**src/msp_frame_receiver_macros.svh**
```systemverilog
// Assertion macros for the MSP frame receiver.
// Each macro expects clk and rst_n to be visible where it is used.
`ifndef MSP_FRAME_RECEIVER_MACROS_SVH
`define MSP_FRAME_RECEIVER_MACROS_SVH

`ifndef SYNTHESIS

// Same-cycle implication, disabled during reset.
`define MFR_ASSERT_NOW(lbl, ante, cons, msg) \
    lbl: assert property (@(posedge clk) disable iff (!rst_n) (ante) |-> (cons)) \
        else $error(msg);

// Next-cycle implication, disabled during reset.
`define MFR_ASSERT_NEXT(lbl, ante, cons, msg) \
    lbl: assert property (@(posedge clk) disable iff (!rst_n) (ante) |=> (cons)) \
        else $error(msg);

`else

`define MFR_ASSERT_NOW(lbl, ante, cons, msg)
`define MFR_ASSERT_NEXT(lbl, ante, cons, msg)

`endif

`endif

```
**src/mfr_pkg.sv**
```systemverilog
`timescale 1ns / 1ps
`default_nettype none
// ----------------------------------------------------------------------------
// MSP frame receiver package
// Shared result type and buffer status used by the receiver modules.
// ----------------------------------------------------------------------------
package mfr_pkg;

    localparam int unsigned LEVEL_W = 2;

    localparam logic KIND_PAYLOAD   = 1'b0;
    localparam logic KIND_FRAME_END = 1'b1;

    typedef struct packed {
        logic        kind;
        logic [7:0]  data_byte;
        logic [15:0] command;
        logic        version;
        logic        frame_good;
        logic [15:0] payload_length;
    } mfr_result_t;

    typedef struct packed {
        logic               space;
        logic [LEVEL_W-1:0] level;
    } mfr_buf_status_t;

endpackage
`default_nettype wire

```
**src/mfr_if.sv**
```systemverilog
`timescale 1ns / 1ps
`default_nettype none
// ----------------------------------------------------------------------------
// MSP frame receiver channels
// Valid/ready interfaces for the received bytes and the parsed results.
// ----------------------------------------------------------------------------
interface mfr_rx_if;
    logic       valid;
    logic       ready;
    logic [7:0] rx_byte;

    modport source (output valid, output rx_byte, input ready);
    modport sink   (input valid, input rx_byte, output ready);
endinterface

interface mfr_res_if;
    logic        valid;
    logic        ready;
    logic        kind;
    logic [7:0]  data_byte;
    logic [15:0] command;
    logic        version;
    logic        frame_good;
    logic [15:0] payload_length;

    modport source (output valid, output kind, output data_byte, output command,
                    output version, output frame_good, output payload_length,
                    input ready);
    modport sink   (input valid, input kind, input data_byte, input command,
                    input version, input frame_good, input payload_length,
                    output ready);
endinterface
`default_nettype wire

```
**src/msp_frame_receiver.sv**
```systemverilog
`timescale 1ns / 1ps
`default_nettype none
// ----------------------------------------------------------------------------
// MSP frame receiver
// Parses '$M' (v1, XOR checksum) and '$X' (v2, CRC-16) frames from a byte
// stream and streams out payload bytes followed by a frame-end result.
//
// Channels: rx carries one received byte per transfer; msg carries one
// result per transfer, either a payload byte (kind 0) or a frame end
// (kind 1) with the check result, command, version and payload length.
// Bytes that produce no result (hunting, header, size, command, first
// CRC byte) are consumed silently.
// Latency path: a byte taken from rx sits in the input register; when the
// frame state advances, its result is written into the result queue, from
// which it is offered on msg.
// Throughput: one byte per cycle while the result queue has room; the frame
// state and the byte-wide CRC update are combinational between the input
// register and the two-entry result queue.
// Reset: all control state clears; the parser starts hunting for '$' and
// the result queue is empty.
// Stalls: when msg is held off, up to two results queue up; once the queue
// is full the input register holds its byte and rx.ready drops.
// ----------------------------------------------------------------------------
`include "msp_frame_receiver_macros.svh"

module msp_frame_receiver (
    input  wire logic clk,
    input  wire logic rst_n,
    mfr_rx_if.sink    rx,
    mfr_res_if.source msg
);
    import mfr_pkg::*;

    logic            res_valid;
    mfr_result_t     res_data;
    mfr_buf_status_t stat;

    mfr_parser u_parser (
        .clk       (clk),
        .rst_n     (rst_n),
        .rx        (rx),
        .stat      (stat),
        .res_valid (res_valid),
        .res       (res_data)
    );

    mfr_out_buf u_out_buf (
        .clk       (clk),
        .rst_n     (rst_n),
        .push      (res_valid),
        .push_data (res_data),
        .res       (msg),
        .stat      (stat)
    );

    // A payload transfer never claims a good frame, and a frame end has no data.
    `MFR_ASSERT_NOW(a_payload_not_good, msg.valid && msg.kind == KIND_PAYLOAD, !msg.frame_good, "payload result flagged good")
    `MFR_ASSERT_NOW(a_end_no_data, msg.valid && msg.kind == KIND_FRAME_END, msg.data_byte == 8'h00, "frame end carries data")
    // v1 frames carry only 8-bit size and command fields.
    `MFR_ASSERT_NOW(a_v1_narrow, msg.valid && !msg.version, msg.command[15:8] == 8'h00 && msg.payload_length[15:8] == 8'h00, "v1 result has wide fields")
    // A full queue with no output transfer must not accept another result.
    `MFR_ASSERT_NEXT(a_no_overflow, !stat.space && !(msg.valid && msg.ready), !stat.space && $stable(stat.level), "result queue overflow")

endmodule
`default_nettype wire

```
**src/mfr_parser.sv**
```systemverilog
`timescale 1ns / 1ps
`default_nettype none
// ----------------------------------------------------------------------------
// MSP frame parser
// Input byte register followed by the single-step frame state machine.
// ----------------------------------------------------------------------------
module mfr_parser (
    input  wire logic                     clk,
    input  wire logic                     rst_n,
    mfr_rx_if.sink                        rx,
    input  wire mfr_pkg::mfr_buf_status_t stat,
    output logic                          res_valid,
    output mfr_pkg::mfr_result_t          res
);
    import mfr_pkg::*;

    localparam logic [3:0] PH_HUNT     = 4'd0;
    localparam logic [3:0] PH_HDR1     = 4'd1;
    localparam logic [3:0] PH_HDR2     = 4'd2;
    localparam logic [3:0] PH_V1_SIZE  = 4'd3;
    localparam logic [3:0] PH_V1_CMD   = 4'd4;
    localparam logic [3:0] PH_V2_FLAGS = 4'd5;
    localparam logic [3:0] PH_V2_HDR   = 4'd6;
    localparam logic [3:0] PH_PAYLOAD  = 4'd7;
    localparam logic [3:0] PH_V1_CHECK = 4'd8;
    localparam logic [3:0] PH_V2_CRCLO = 4'd9;
    localparam logic [3:0] PH_V2_CRCHI = 4'd10;

    localparam logic [7:0] CH_DOLLAR = 8'h24;
    localparam logic [7:0] CH_M      = 8'h4D;
    localparam logic [7:0] CH_X      = 8'h58;
    localparam logic [7:0] CH_GT     = 8'h3E;
    localparam logic [7:0] CH_BANG   = 8'h21;

    localparam logic [15:0] CRC_POLY = 16'h1021;

    localparam logic [1:0] HIDX_LEN_LO = 2'd0;
    localparam logic [1:0] HIDX_LEN_HI = 2'd1;
    localparam logic [1:0] HIDX_CMD_LO = 2'd2;
    localparam logic [1:0] HIDX_CMD_HI = 2'd3;

    function automatic logic [15:0] crc_byte(input logic [15:0] crc, input logic [7:0] b);
        logic [15:0] c;
        c = crc ^ {b, 8'h00};
        for (int i = 0; i < 8; i++) begin
            if (c[15])
                c = {c[14:0], 1'b0} ^ CRC_POLY;
            else
                c = {c[14:0], 1'b0};
        end
        return c;
    endfunction

    logic        in_valid_reg;
    logic [7:0]  in_byte_reg;
    logic        advance;

    logic [3:0]  phase_reg,   phase_next;
    logic        is_v2_reg,   is_v2_next;
    logic [1:0]  hidx_reg,    hidx_next;
    logic [7:0]  second_reg,  second_next;
    logic [15:0] length_reg,  length_next;
    logic [15:0] command_reg, command_next;
    logic [15:0] left_reg,    left_next;
    logic [7:0]  xor_reg,     xor_next;
    logic [15:0] crc_reg,     crc_next;
    logic [7:0]  crc_lo_reg,  crc_lo_next;

    logic        emit;
    logic        emit_kind;
    logic [7:0]  emit_data;
    logic        emit_good;
    logic [3:0]  check_phase;

    // The byte register drains whenever the result buffer has room.
    assign advance  = in_valid_reg && stat.space;
    assign rx.ready = !in_valid_reg || stat.space;

    always_ff @(posedge clk or negedge rst_n)
    begin
        if (!rst_n)
        begin
            in_valid_reg <= 1'b0;
        end
        else if (rx.valid && rx.ready)
        begin
            in_valid_reg <= 1'b1;
        end
        else if (advance)
        begin
            in_valid_reg <= 1'b0;
        end
    end

    always_ff @(posedge clk)
    begin
        if (rx.valid && rx.ready)
        begin
            in_byte_reg <= rx.rx_byte;
        end
    end

    assign check_phase = is_v2_reg ? PH_V2_CRCLO : PH_V1_CHECK;

    always_comb
    begin
        phase_next   = phase_reg;
        is_v2_next   = is_v2_reg;
        hidx_next    = hidx_reg;
        second_next  = second_reg;
        length_next  = length_reg;
        command_next = command_reg;
        left_next    = left_reg;
        xor_next     = xor_reg;
        crc_next     = crc_reg;
        crc_lo_next  = crc_lo_reg;
        emit         = 1'b0;
        emit_kind    = KIND_PAYLOAD;
        emit_data    = 8'h00;
        emit_good    = 1'b0;

        unique case (phase_reg)
            PH_HDR1:
            begin
                second_next = in_byte_reg;
                phase_next  = PH_HDR2;
            end
            PH_HDR2:
            begin
                if ((second_reg == CH_M || second_reg == CH_X) &&
                    (in_byte_reg == CH_GT || in_byte_reg == CH_BANG))
                begin
                    is_v2_next   = (second_reg == CH_X);
                    length_next  = 16'h0000;
                    command_next = 16'h0000;
                    xor_next     = 8'h00;
                    crc_next     = 16'h0000;
                    hidx_next    = HIDX_LEN_LO;
                    phase_next   = (second_reg == CH_X) ? PH_V2_FLAGS : PH_V1_SIZE;
                end
                else
                begin
                    // Both header bytes are dropped; they are not rescanned.
                    phase_next = PH_HUNT;
                end
            end
            PH_V1_SIZE:
            begin
                length_next = {8'h00, in_byte_reg};
                xor_next    = in_byte_reg;
                phase_next  = PH_V1_CMD;
            end
            PH_V1_CMD:
            begin
                command_next = {8'h00, in_byte_reg};
                xor_next     = xor_reg ^ in_byte_reg;
                left_next    = length_reg;
                phase_next   = (length_reg != 16'h0000) ? PH_PAYLOAD : check_phase;
            end
            PH_V2_FLAGS:
            begin
                crc_next   = crc_byte(16'h0000, in_byte_reg);
                hidx_next  = HIDX_LEN_LO;
                phase_next = PH_V2_HDR;
            end
            PH_V2_HDR:
            begin
                crc_next = crc_byte(crc_reg, in_byte_reg);
                case (hidx_reg)
                    HIDX_LEN_LO: length_next  = {length_reg[15:8], in_byte_reg};
                    HIDX_LEN_HI: length_next  = {in_byte_reg, length_reg[7:0]};
                    HIDX_CMD_LO: command_next = {command_reg[15:8], in_byte_reg};
                    default:     command_next = {in_byte_reg, command_reg[7:0]};
                endcase
                if (hidx_reg == HIDX_CMD_HI)
                begin
                    hidx_next  = HIDX_LEN_LO;
                    left_next  = length_reg;
                    phase_next = (length_reg != 16'h0000) ? PH_PAYLOAD : check_phase;
                end
                else
                begin
                    hidx_next = hidx_reg + 2'd1;
                end
            end
            PH_PAYLOAD:
            begin
                if (is_v2_reg)
                    crc_next = crc_byte(crc_reg, in_byte_reg);
                else
                    xor_next = xor_reg ^ in_byte_reg;
                emit      = 1'b1;
                emit_data = in_byte_reg;
                left_next = left_reg - 16'd1;
                if (left_reg == 16'd1)
                    phase_next = check_phase;
            end
            PH_V1_CHECK:
            begin
                emit       = 1'b1;
                emit_kind  = KIND_FRAME_END;
                emit_good  = (xor_reg == in_byte_reg);
                phase_next = PH_HUNT;
            end
            PH_V2_CRCLO:
            begin
                crc_lo_next = in_byte_reg;
                phase_next  = PH_V2_CRCHI;
            end
            PH_V2_CRCHI:
            begin
                emit       = 1'b1;
                emit_kind  = KIND_FRAME_END;
                emit_good  = (crc_reg == {in_byte_reg, crc_lo_reg});
                phase_next = PH_HUNT;
            end
            default:
            begin
                phase_next = (in_byte_reg == CH_DOLLAR) ? PH_HDR1 : PH_HUNT;
            end
        endcase
    end

    always_ff @(posedge clk or negedge rst_n)
    begin
        if (!rst_n)
        begin
            phase_reg   <= PH_HUNT;
            is_v2_reg   <= 1'b0;
            hidx_reg    <= HIDX_LEN_LO;
            second_reg  <= 8'h00;
            length_reg  <= 16'h0000;
            command_reg <= 16'h0000;
            left_reg    <= 16'h0000;
            xor_reg     <= 8'h00;
            crc_reg     <= 16'h0000;
            crc_lo_reg  <= 8'h00;
        end
        else if (advance)
        begin
            phase_reg   <= phase_next;
            is_v2_reg   <= is_v2_next;
            hidx_reg    <= hidx_next;
            second_reg  <= second_next;
            length_reg  <= length_next;
            command_reg <= command_next;
            left_reg    <= left_next;
            xor_reg     <= xor_next;
            crc_reg     <= crc_next;
            crc_lo_reg  <= crc_lo_next;
        end
    end

    assign res_valid          = advance && emit;
    assign res.kind           = emit_kind;
    assign res.data_byte      = emit_data;
    assign res.command        = command_reg;
    assign res.version        = is_v2_reg;
    assign res.frame_good     = emit_good;
    assign res.payload_length = length_reg;

endmodule
`default_nettype wire

```
**src/mfr_out_buf.sv**
```systemverilog
`timescale 1ns / 1ps
`default_nettype none
// ----------------------------------------------------------------------------
// MSP frame result buffer
// Two-entry result queue that decouples the parser from output stalls.
// ----------------------------------------------------------------------------
module mfr_out_buf (
    input  wire logic                  clk,
    input  wire logic                  rst_n,
    input  wire logic                  push,
    input  wire mfr_pkg::mfr_result_t  push_data,
    mfr_res_if.source                  res,
    output mfr_pkg::mfr_buf_status_t   stat
);
    import mfr_pkg::*;

    localparam logic [LEVEL_W-1:0] LEVEL_FULL = LEVEL_W'(2);

    mfr_result_t        entry_reg [2];
    logic               wr_ptr_reg;
    logic               rd_ptr_reg;
    logic [LEVEL_W-1:0] level_reg, level_next;
    logic               pop;
    mfr_result_t        head;

    assign pop  = res.valid && res.ready;
    assign head = entry_reg[rd_ptr_reg];

    always_comb
    begin
        case ({push, pop})
            2'b10:   level_next = level_reg + LEVEL_W'(1);
            2'b01:   level_next = level_reg - LEVEL_W'(1);
            default: level_next = level_reg;
        endcase
    end

    always_ff @(posedge clk or negedge rst_n)
    begin
        if (!rst_n)
        begin
            wr_ptr_reg <= 1'b0;
            rd_ptr_reg <= 1'b0;
            level_reg  <= '0;
        end
        else
        begin
            if (push)
                wr_ptr_reg <= !wr_ptr_reg;
            if (pop)
                rd_ptr_reg <= !rd_ptr_reg;
            level_reg <= level_next;
        end
    end

    always_ff @(posedge clk)
    begin
        if (push)
        begin
            entry_reg[wr_ptr_reg] <= push_data;
        end
    end

    assign stat.space  = (level_reg != LEVEL_FULL);
    assign stat.level  = level_reg;

    assign res.valid          = (level_reg != '0);
    assign res.kind           = head.kind;
    assign res.data_byte      = head.data_byte;
    assign res.command        = head.command;
    assign res.version        = head.version;
    assign res.frame_good     = head.frame_good;
    assign res.payload_length = head.payload_length;

endmodule
`default_nettype wire

```
**src/flat_wrapper.sv**
```systemverilog
// flat-port wrapper written by rule: the top's interface ports become plain ports
module msp_frame_receiver_flat import mfr_pkg::*;
  (clk, rst_n, rx_valid, rx_rx_byte, rx_ready, msg_valid, msg_kind, msg_data_byte, msg_command, msg_version, msg_frame_good, msg_payload_length, msg_ready);
  mfr_rx_if rx_i ();
  mfr_res_if msg_i ();
  input  wire logic clk;
  input  wire logic rst_n;
  input wire logic [$bits(rx_i.valid)-1:0] rx_valid;
  input wire logic [$bits(rx_i.rx_byte)-1:0] rx_rx_byte;
  output wire logic [$bits(rx_i.ready)-1:0] rx_ready;
  output wire logic [$bits(msg_i.valid)-1:0] msg_valid;
  output wire logic [$bits(msg_i.kind)-1:0] msg_kind;
  output wire logic [$bits(msg_i.data_byte)-1:0] msg_data_byte;
  output wire logic [$bits(msg_i.command)-1:0] msg_command;
  output wire logic [$bits(msg_i.version)-1:0] msg_version;
  output wire logic [$bits(msg_i.frame_good)-1:0] msg_frame_good;
  output wire logic [$bits(msg_i.payload_length)-1:0] msg_payload_length;
  input wire logic [$bits(msg_i.ready)-1:0] msg_ready;
  assign rx_i.valid = rx_valid;
  assign rx_i.rx_byte = rx_rx_byte;
  assign rx_ready = rx_i.ready;
  assign msg_valid = msg_i.valid;
  assign msg_kind = msg_i.kind;
  assign msg_data_byte = msg_i.data_byte;
  assign msg_command = msg_i.command;
  assign msg_version = msg_i.version;
  assign msg_frame_good = msg_i.frame_good;
  assign msg_payload_length = msg_i.payload_length;
  assign msg_i.ready = msg_ready;
  msp_frame_receiver u_core (.clk(clk), .rst_n(rst_n), .rx(rx_i), .msg(msg_i));
endmodule
```
**config.mk**
```make
export PLATFORM = sky130hd
export DESIGN_NAME = msp_frame_receiver_flat
export DESIGN_NICKNAME = d
export VERILOG_FILES = /design/src/mfr_pkg.sv /design/src/mfr_if.sv /design/src/msp_frame_receiver.sv /design/src/mfr_parser.sv /design/src/mfr_out_buf.sv /design/src/flat_wrapper.sv
export VERILOG_INCLUDE_DIRS = /design/src /design/src/src
export SDC_FILE = /design/constraint.sdc
export NUM_CORES = 1
export LEC_CHECK = 0
export ABC_AREA = 1
export BUFFER_PORTS_ARGS = -buffer_cell sky130_fd_sc_hd__buf_4
export CORE_MARGIN = 8
export CORE_UTILIZATION = 25
export DETAILED_ROUTE_END_ITERATION = 10
export MAX_ROUTING_LAYER = met4
export PLACE_DENSITY = 0.35
export SLEW_MARGIN = 20
export SYNTH_ARGS = -nofsm -noshare
export SYNTH_HDL_FRONTEND = slang
export SYNTH_HIERARCHICAL = 1
export SYNTH_SLANG_ARGS = --single-unit
```
**constraint.sdc**
```tcl
create_clock -name clk -period 7.1 [get_ports clk]
set_input_delay 0.71 -clock clk [delete_from_list [all_inputs] [get_ports clk]]
set_output_delay 0.71 -clock clk [all_outputs]
set_load 0.1 [all_outputs]
```
# Yosys cells after proc, flatten, opt, wreduce, memory -nomap -nowiden
# Memory sizes are Yosys's and may differ from the RTL's.
# Index checks and enable logic that the tools add are counted.
dict set report word_totals {
  register_bits 108
  ramBits 86
  memories 1
}
dict set report classes {
  n_addsub 4
  eq_ne 36
  muxes 83
  bitwise_logic 25
  reduce_logical 37
}
# name words word_bits read_ports rd_ports_with_merged_regs wr line_no
set mem_list {}
lappend mem_list {u_core.u_out_buf.entry_reg 2 43 1 0 1 mfr_out_buf.sv:19} ;# mfr_result_t entry_reg [2];
# cell n
set ops {}
lappend ops {{$mux 16} 31}
lappend ops {{$mux 13} 23}
lappend ops {{$pmux 16 s3} 3}
lappend ops {{$not 3->3} 23}
lappend ops {{$pmux 16 s2} 2}
lappend ops {{$pmux 16 s4} 1}
lappend ops {{$pmux 4 s9} 1}
lappend ops {{$pmux 8 s4} 1}
lappend ops {{$eq 8x6->1 const B} 3}
lappend ops {{$mux 8} 3}
lappend ops {{$ne 2x2->1 const B} 10}
lappend ops {{$reduce_and 5->1} 4}
lappend ops {{$eq 16x1->1 const B} 1}
lappend ops {{$eq 16x16->1} 1}
lappend ops {{$eq 4x3->1 const B} 4}
lappend ops {{$eq 8x7->1 const B} 2}
lappend ops {{$reduce_bool 16->1} 1}
lappend ops {{$sub 16x1->16 const B} 1}
lappend ops {{$xor 16x16->16} 1}
lappend ops {{$eq 4x4->1 const B} 3}
lappend ops {{$mux 4} 3}
lappend ops {{$reduce_and 3->1} 4}
lappend ops {{$reduce_bool 3->1} 4}
lappend ops {{$eq 4x2->1 const B} 2}
lappend ops {{24 further kinds} 53}

# Logic depth before layout (Yosys ltp)
# Gate-level depths: netlist (run 1).
dict set report logic_depth {
  depth_word 33
  depth_mapped 15
  mapped_depth_nobuf 13
}

# Modules after synthesis
# Netlist (run 1), hierarchy kept.
# mod n_inst cells_each area_each_um2 seq_area_each_um2
set modules_own_cells {}
lappend modules_own_cells {mfr_parser 1 875 6353.6 2642.5}
lappend modules_own_cells {mfr_out_buf 1 253 3415.8 2682.6}

# Worst setup path after synthesis (run 1)
# Ideal clock, no wire load.
dict set report synth_timing {
  path_kind {reg-to-reg}
  start {register u_core.u_parser.phase_reg[3]}
  end {memory u_core/u_out_buf/entry_reg[0][0] in the netlist's numbering, enable pin}
  setup_time_ns 0.443
  arrival_time_ns 3.262
  slack_ns 3.395
  path_stages_with_launch 10
  path_buffers 2
  path_cell_list {dfrtp_1 nor2_8 nand2_2 inv_2 buf_2 buf_2 nor2_1 nor2_1 inv_1 nor2_1}
}
dict set report synth_between {
  elab_chain_cells 6
  word_cells_on_any_way 8
  classes_between {3 x eq/ne; 3 x mux; 2 x reduce/logical}
}
# item line_no
set synth_lines {}
lappend synth_lines {{start: declaration} mfr_parser.sv:58} ;# logic [3:0] phase_reg, phase_next;
lappend synth_lines {{start signal: assignment} mfr_parser.sv:241} ;# phase_reg <= phase_next;
lappend synth_lines {{$eq 4x3->1 / $eq 4x4->1 (equally long branches)} mfr_parser.sv:122} ;# unique case (phase_reg)
lappend synth_lines {{$reduce_or 3->1 (no source line) (*)} -}
lappend synth_lines {{$mux 1 (*)} mfr_parser.sv:122}
lappend synth_lines {{$logic_and 1x1->1 (*)} mfr_parser.sv:254} ;# assign res_valid = advance && emit;
lappend synth_lines {{via u_core.res_valid} msp_frame_receiver.sv:34} ;# logic res_valid;
lappend synth_lines {{$mux 1 (*)} mfr_out_buf.sv:58} ;# if (push)
lappend synth_lines {{$mux 1 (implied by the code) (*)} mfr_out_buf.sv:60} ;# entry_reg[wr_ptr_reg] <= push_data;
lappend synth_lines {{end: declaration} mfr_out_buf.sv:19}
# Mark *: on every way through the listed nets, which the timed path passes. The rest lies on a longest branch.

# Worst setup path after layout (run 1)
dict set report layout_timing {
  start {register u_core.u_parser.phase_reg[2]}
  end {memory u_core/u_out_buf/entry_reg[0][14] in the netlist's numbering, enable pin}
}
# The elaborated chain is that of the path after synthesis.

==> results of run 1 <==
worst register-to-register path, stage by stage (launching register included):
cell and delay (ns):
dfrtp_1 0.44, inv_2 0.09, nor2_8 0.15, nand2_2 0.31
inv_2 0.56, nor2_1 0.09, nor2_1 0.21, inv_1 0.13
nor2_4 0.08, buf_4 0.56
layout make-up:
class / instances / area (um^2)
inverter: 95 / 369
sequential: 194 / 5330
tap: 518 / 648
fill: 4160 / 27500
timing repair buffer: 64 / 480
multi-input combinational: 799 / 3740
clock inverter: 12 / 106
clock buffer: 20 / 447
power by group:
part	total, mW	internal [mW]	switching [mW]
Combinational	2.20	0.458	1.75
Clock	0.932	0.493	0.439
Sequential	1.48	1.34	0.138
Total	4.61	2.29	2.32
path summary, 6_finish.rpt:
path,end,startpoint,slack (ns),cells past startpoint
max reg2reg,u_core/u_out_buf/entry_reg[0][14]$_DFFE_PP_,u_core/u_parser/phase_reg[2]$_DFFE_PN0P_,4.06,9
max,u_core/u_out_buf/entry_reg[0][14]$_DFFE_PP_,u_core/u_parser/phase_reg[2]$_DFFE_PN0P_,4.06,9
min in group clk,u_core/u_parser/in_byte_reg[7]$_DFFE_PP_,rx_rx_byte[7],0.44,1
min reg2reg,u_core/u_out_buf/entry_reg[0][18]$_DFFE_PP_,u_core/u_parser/command_reg[0]$_DFFE_PN0P_,0.47,0
min,u_core/u_parser/length_reg[4]$_DFFE_PN0P_,rst_n,0.30,1
max in group asynchronous,u_core/u_parser/command_reg[7]$_DFFE_PN0P_,rst_n,5.56,2
cell families (layout without fill, tap and decap cells):
| group | after synthesis | in the layout | share of synthesized area, % |
|---|---|---|---|
| compound gates | 131 | 131 | 7.35 |
| flops | 194 | 194 | 54.5 |
| buf+inv | 135 | 191 | 7.31 |
| fa+ha+maj | 7 | 7 | 0.896 |
| simple gates | 629 | 629 | 27.1 |
| xor+xnor | 32 | 32 | 2.87 |
through the flow:
stage	setup WS (ns)	hold WS [ns]	utilization (%)	power, mW	cell area [um^2]
floorplan	3.39	0.414	-	3.27	9770
global placement	4.04	0.461	27.3	3.75	10600
detailed placement	4.02	0.458	27.3	3.75	10600
CTS	3.99	0.310	28.8	4.70	11100
global route	3.76	0.344	28.8	4.90	11100
finish	4.06	0.298	28.8	4.61	11100
cell usage in the layout, fill, tap and decap left out, types with 17 or more instances in the layout:
| cell type | instances |
|---|---|
| inv_1 | 78 |
| nand2_1 | 431 |
| o21ai_1 | 44 |
| a21oi_1 | 23 |
| o21ai_0 | 43 |
| nand3_1 | 50 |
| clkbuf_16 | 17 |
| xor2_1 | 21 |
| buf_4 | 64 |
| edfxtp_1 | 94 |
| nor2_1 | 96 |
| dfrtp_1 | 99 |
per-layer routing:
metal	vias to the layer above	share of wire [%]	track usage, %
met5	-	0	-
met4	0	0.96	3.38
met3	14	3.4	2.51
met2	80	47	20.8
met1	3490	48	17.3
li1	3713	-	-
==> impl_metrics.ini, run 1 <==
[clock_tree]
h-tree-depth = 4
root_buffer = clkbuf_16
cts_sinks = 194
cts_resized = 0
postCtsSetupBuffers = 0
cts_tree = done
clk-insertion-delay-late_ns = 0.45
path_clk_slew_ns = 0.07
cts_buffer_depth = 2
cts_made_buffers = 17
postCtsHoldBufs = 0

[synthesis]
synthTopCellsByArea = edfxtp_1 (29%), dfrtp_1 (26%), nand2_1 (17%)
syn_nets = 1147
synth_edf_count = 94
ys_seq_elements = 194
syn_area_mm2 = 0.00977
synth_top_area_share_pct = 28.9
synth.most_common_cell = nand2_1
syn_inst = 1128
ys_seq_area_share_pct = 54.5
ys.flop_type = dfrtp_1
yosys.area.top_type = edfxtp_1
yosysWarnings = 6
synthTopCellsByCount = nand2_1 (431), dfrtp_1 (100), nor2_1 (97)
synthArstFlopShare_pct = 51.5
avgSynthCellArea_um2 = 8.66
ys_types = 43

[floorplanning]
ioPinCount = 57
fp.dieH_um = 214
die_area_mm2 = 0.0457
fp.coreArea_mm2 = 0.0386
initial_core_util_pct = 25.3
placementRows = 72
die_w_um = 214

[pwr]
p_per_area_mw_per_mm2 = 415
worst_ir_drop_vdd_mv = 0.235
p_leak_nw = 4.92

[grt]
grt_usage_pct = 13.2
grt_max_degree = 56
antenna_found_initial = 0
grt_pass1_wl_mm = 44.1
grt_pass1_vias = 7353
grt_overflow_total = 0

[placed_design]
gp_congestion = 0.819
io_buffers = 56
place_inst = 1670
post-dp-hpwl_mm = 19.3

[timing]
fmax_mhz = 329
skew_ns = 0.0113
fin_crit_ns = 3.04
rsz0062_at_grt = no
period_share_pct = 42.8
fin_setup_tns_ns = 0
drv_slew = 0
worst_pin_slew_ns = 0.795
hold_viol = 0
setup_viol = 0
slew_headroom_pct = 47.0

[finish]
diodes = 0
drive_gt1_share_pct = 13.0
area_delta_synth_final_pct = 13.8
largest_register_ffs = 86
instances_no_fill = 1702
finalNetCount = 1190

[worst_setup_path]
path_max_fanout = 43
path_cells = inv_2 -> nor2_8 -> nand2_2 -> inv_2 -> nor2_1 -> nor2_1 -> inv_1 -> nor2_4 -> buf_4
slowest_delay_ns = 0.56
critPathKind = flop to flop
end_kind = flop
cp_top_family = buffers and inverters
start_kind = flop
critPathRequiredTime_ns = 7.18
arrival_ns = 3.11
cp_slowest_cell = buf_4
critPathBufInv = 4

[outcome]
status = complete, no violations

[routing]
avgRoutedWirePerCell_um = 16.4
via_per_inst = 4.29
drt_pass1_iterations = 5
drt_iter0_drc = 481
wl_mm = 27.9
ant_nets = 0
vias = 7297
drc = 0

[job]
max-cap-violations = 0

[worst_hold_path]
hold_class = input port to async pin
Power figures use the tool's default switching activity.
==> inputs of run 2 (changes only) <==
clock period = 3.1 ns   (was 7.1 ns; I/O delays follow)
==> run 2 against run 1 <==
Against the previous run:
- cell count is 0.88% higher
- flip-flop and latch count unchanged
- power up 130%
- global-route usage up 0.060 points
- hold slack worse by 0.25 ns
- setup slack worse by 3.3 ns
- routed wire length is 1.1% higher
- register-to-register slack got worse by 3.2 ns
- non-clock buffer count increased by 15
- cell area grew 2.1%
- critical endpoint is now msg_command[6]
==> impl_metrics.ini, run 2 (synthesis results as in run 1) <==
[outcome]
status = complete, no violations

[timing]
holdWs_ns = 0.0485
drv_slew = 0
fin_setup_tns_ns = 0
skew_ns = 0.0123
worst_pin_slew_ns = 0.907
fmax_mhz = 428
fin_crit_ns = 2.34
slew_headroom_pct = 39.5
setup_viol = 0
period_share_pct = 75.4
rsz0062_at_grt = no
hold_viol = 0

[placed_design]
post-dp-hpwl_mm = 20.0
gp_congestion = 0.792
place_inst = 1678
io_buffers = 56

[clock_tree]
h-tree-depth = 4
clk-insertion-delay-late_ns = 0.45
cts_buffer_depth = 2
cts_sinks = 194
path_clk_slew_ns = 0.08
root_buffer = clkbuf_16
cts_made_buffers = 17
postCtsSetupBuffers = 0
cts_tree = done

[job]
max-cap-violations = 0

[pwr]
power_frac_clock_pct = 21.9
combinationalPowerShare_pct = 46.5
p_leak_nw = 5.03
p_sw_share_pct = 49.8
p_per_area_mw_per_mm2 = 955
p_seq_share_pct = 31.6
internal_power_mw = 5.44
p_switching_mw = 5.39
worst_ir_drop_vdd_mv = 0.608

[routing]
drc = 0
wl_mm = 28.2
vias = 7348
drt_pass1_iterations = 5
drt_iter0_drc = 472
via_per_inst = 4.28
avgRoutedWirePerCell_um = 16.4
ant_nets = 0

[worst_setup_path]
r2r_end = u_core/u_parser/command_reg[10]$_DFFE_PN0P_
reg2reg_slack_ns = 0.89
cp_slowest_cell = dfrtp_2
path_max_fanout = 26
start_kind = flop
reg2reg_from = u_core/u_parser/in_byte_reg[2]$_DFFE_PP_
path_cells = buf_4 -> nand2_1 -> nand2_1 -> buf_4
critPathKind = flop to output pin
slowest_delay_ns = 0.67
reg2regPathDepth = 10
end_kind = output pin
arrival_ns = 2.03
critPathRequiredTime_ns = 2.79

[worst_hold_path]
min-delay-start = rx_rx_byte[4]
hold-path-cell-count = 1
hold_class = input port to flop
min_delay_worst_endpoint = u_core/u_parser/in_byte_reg[4]$_DFFE_PP_

[floorplanning]
fp.dieH_um = 214
ioPinCount = 57
die_w_um = 214
placementRows = 72
fp.coreArea_mm2 = 0.0386
die_area_mm2 = 0.0457
initial_core_util_pct = 25.3

[finish]
area_delta_synth_final_pct = 16.1
drive_gt1_share_pct = 13.8
mostFrequentLayoutCell = nand2_1
instances_no_fill = 1717
diodes = 0
layout_common_cells = nand2_1 (431), dfrtp_1 (99), nor2_1 (96), edfxtp_1 (94), inv_1 (78)
largest_register_ffs = 86
finalNetCount = 1205

[grt]
antenna_found_initial = 0
grt_pass1_wl_mm = 44.1
grt_usage_pct = 13.3
grt_overflow_total = 0
grt_pass1_vias = 7379
grt_max_degree = 45
[run 2: worst max-delay path, delay by kind of cell (launching register included)]
kind	cells	cell delay (ns)
DFF	1	0.67
buffers and inverters	2	0.69
and+or+nand+nor	2	0.18
[run 2: repair_timing]
| action | 4_1_cts | 5_1_grt |
|---|---|---|
| endpoints found under the hold margin | 39 | 1 |
| hold buffers | 6 | 1 |
| gates resized for setup | 0 | 0 |
[run 2: routing by layer]
metal / track usage (%) / routed length, um / up-vias
li1: - / - / 3736
met1: 17.1 / 13400 / 3499
met2: 21.3 / 13600 / 87
met3: 2.22 / 652 / 26
met4: 3.88 / 446 / 0
met5: - / 0 / -
[run 2: final cells by class]
cell class                 count  area (um^2)
inverter                      95          369
timing repair buffer          79          636
clock inverter                14          199
fill                        4136        27300
sequential                   194         5330
multi-input combinational    799         3740
tap                          518          648
clock buffer                  18          429
[run 2: worst max-delay path by stage]
stage / start / to / depth (start not counted)
after floorplan: u_core/u_parser/phase_reg[3]$_DFFE_PN0P_ / u_core/u_out_buf/entry_reg[0][0]$_DFFE_PP_ / 9
after global placement: u_core/u_out_buf/level_reg[0]$_DFFE_PN0P_ / u_core/u_out_buf/entry_reg[0][23]$_DFFE_PP_ / 7
after detailed placement: u_core/u_out_buf/level_reg[0]$_DFFE_PN0P_ / u_core/u_out_buf/entry_reg[0][23]$_DFFE_PP_ / 7
after CTS: u_core/u_out_buf/rd_ptr_reg$_DFFE_PN0P_ / msg_payload_length[5] / 4
after global routing: u_core/u_out_buf/rd_ptr_reg$_DFFE_PN0P_ / msg_command[6] / 4
final: u_core/u_out_buf/rd_ptr_reg$_DFFE_PN0P_ / msg_command[6] / 4
[run 2: power groups by stage]
stage	registers [mW]	clock network [mW]	logic, mW
finish	3.42	2.37	5.03
global route	3.48	2.56	5.43
CTS	3.43	2.48	5.13
detailed placement	3.48	0	5.12
global placement	3.48	0	5.13
floorplan	3.30	0	4.18
[run 2: through the flow]
stage	power (mW)	worst slack [ns]	area, um^2	util (%)
2_1_floorplan	7.48	0.108	9770	-
3_3_place_gp	8.61	0.834	10600	27.5
3_5_place_dp	8.60	0.816	10600	27.5
4_1_cts	11.0	0.640	11300	29.3
5_1_grt	11.5	0.558	11300	29.4
6_report	10.8	0.761	11300	29.4
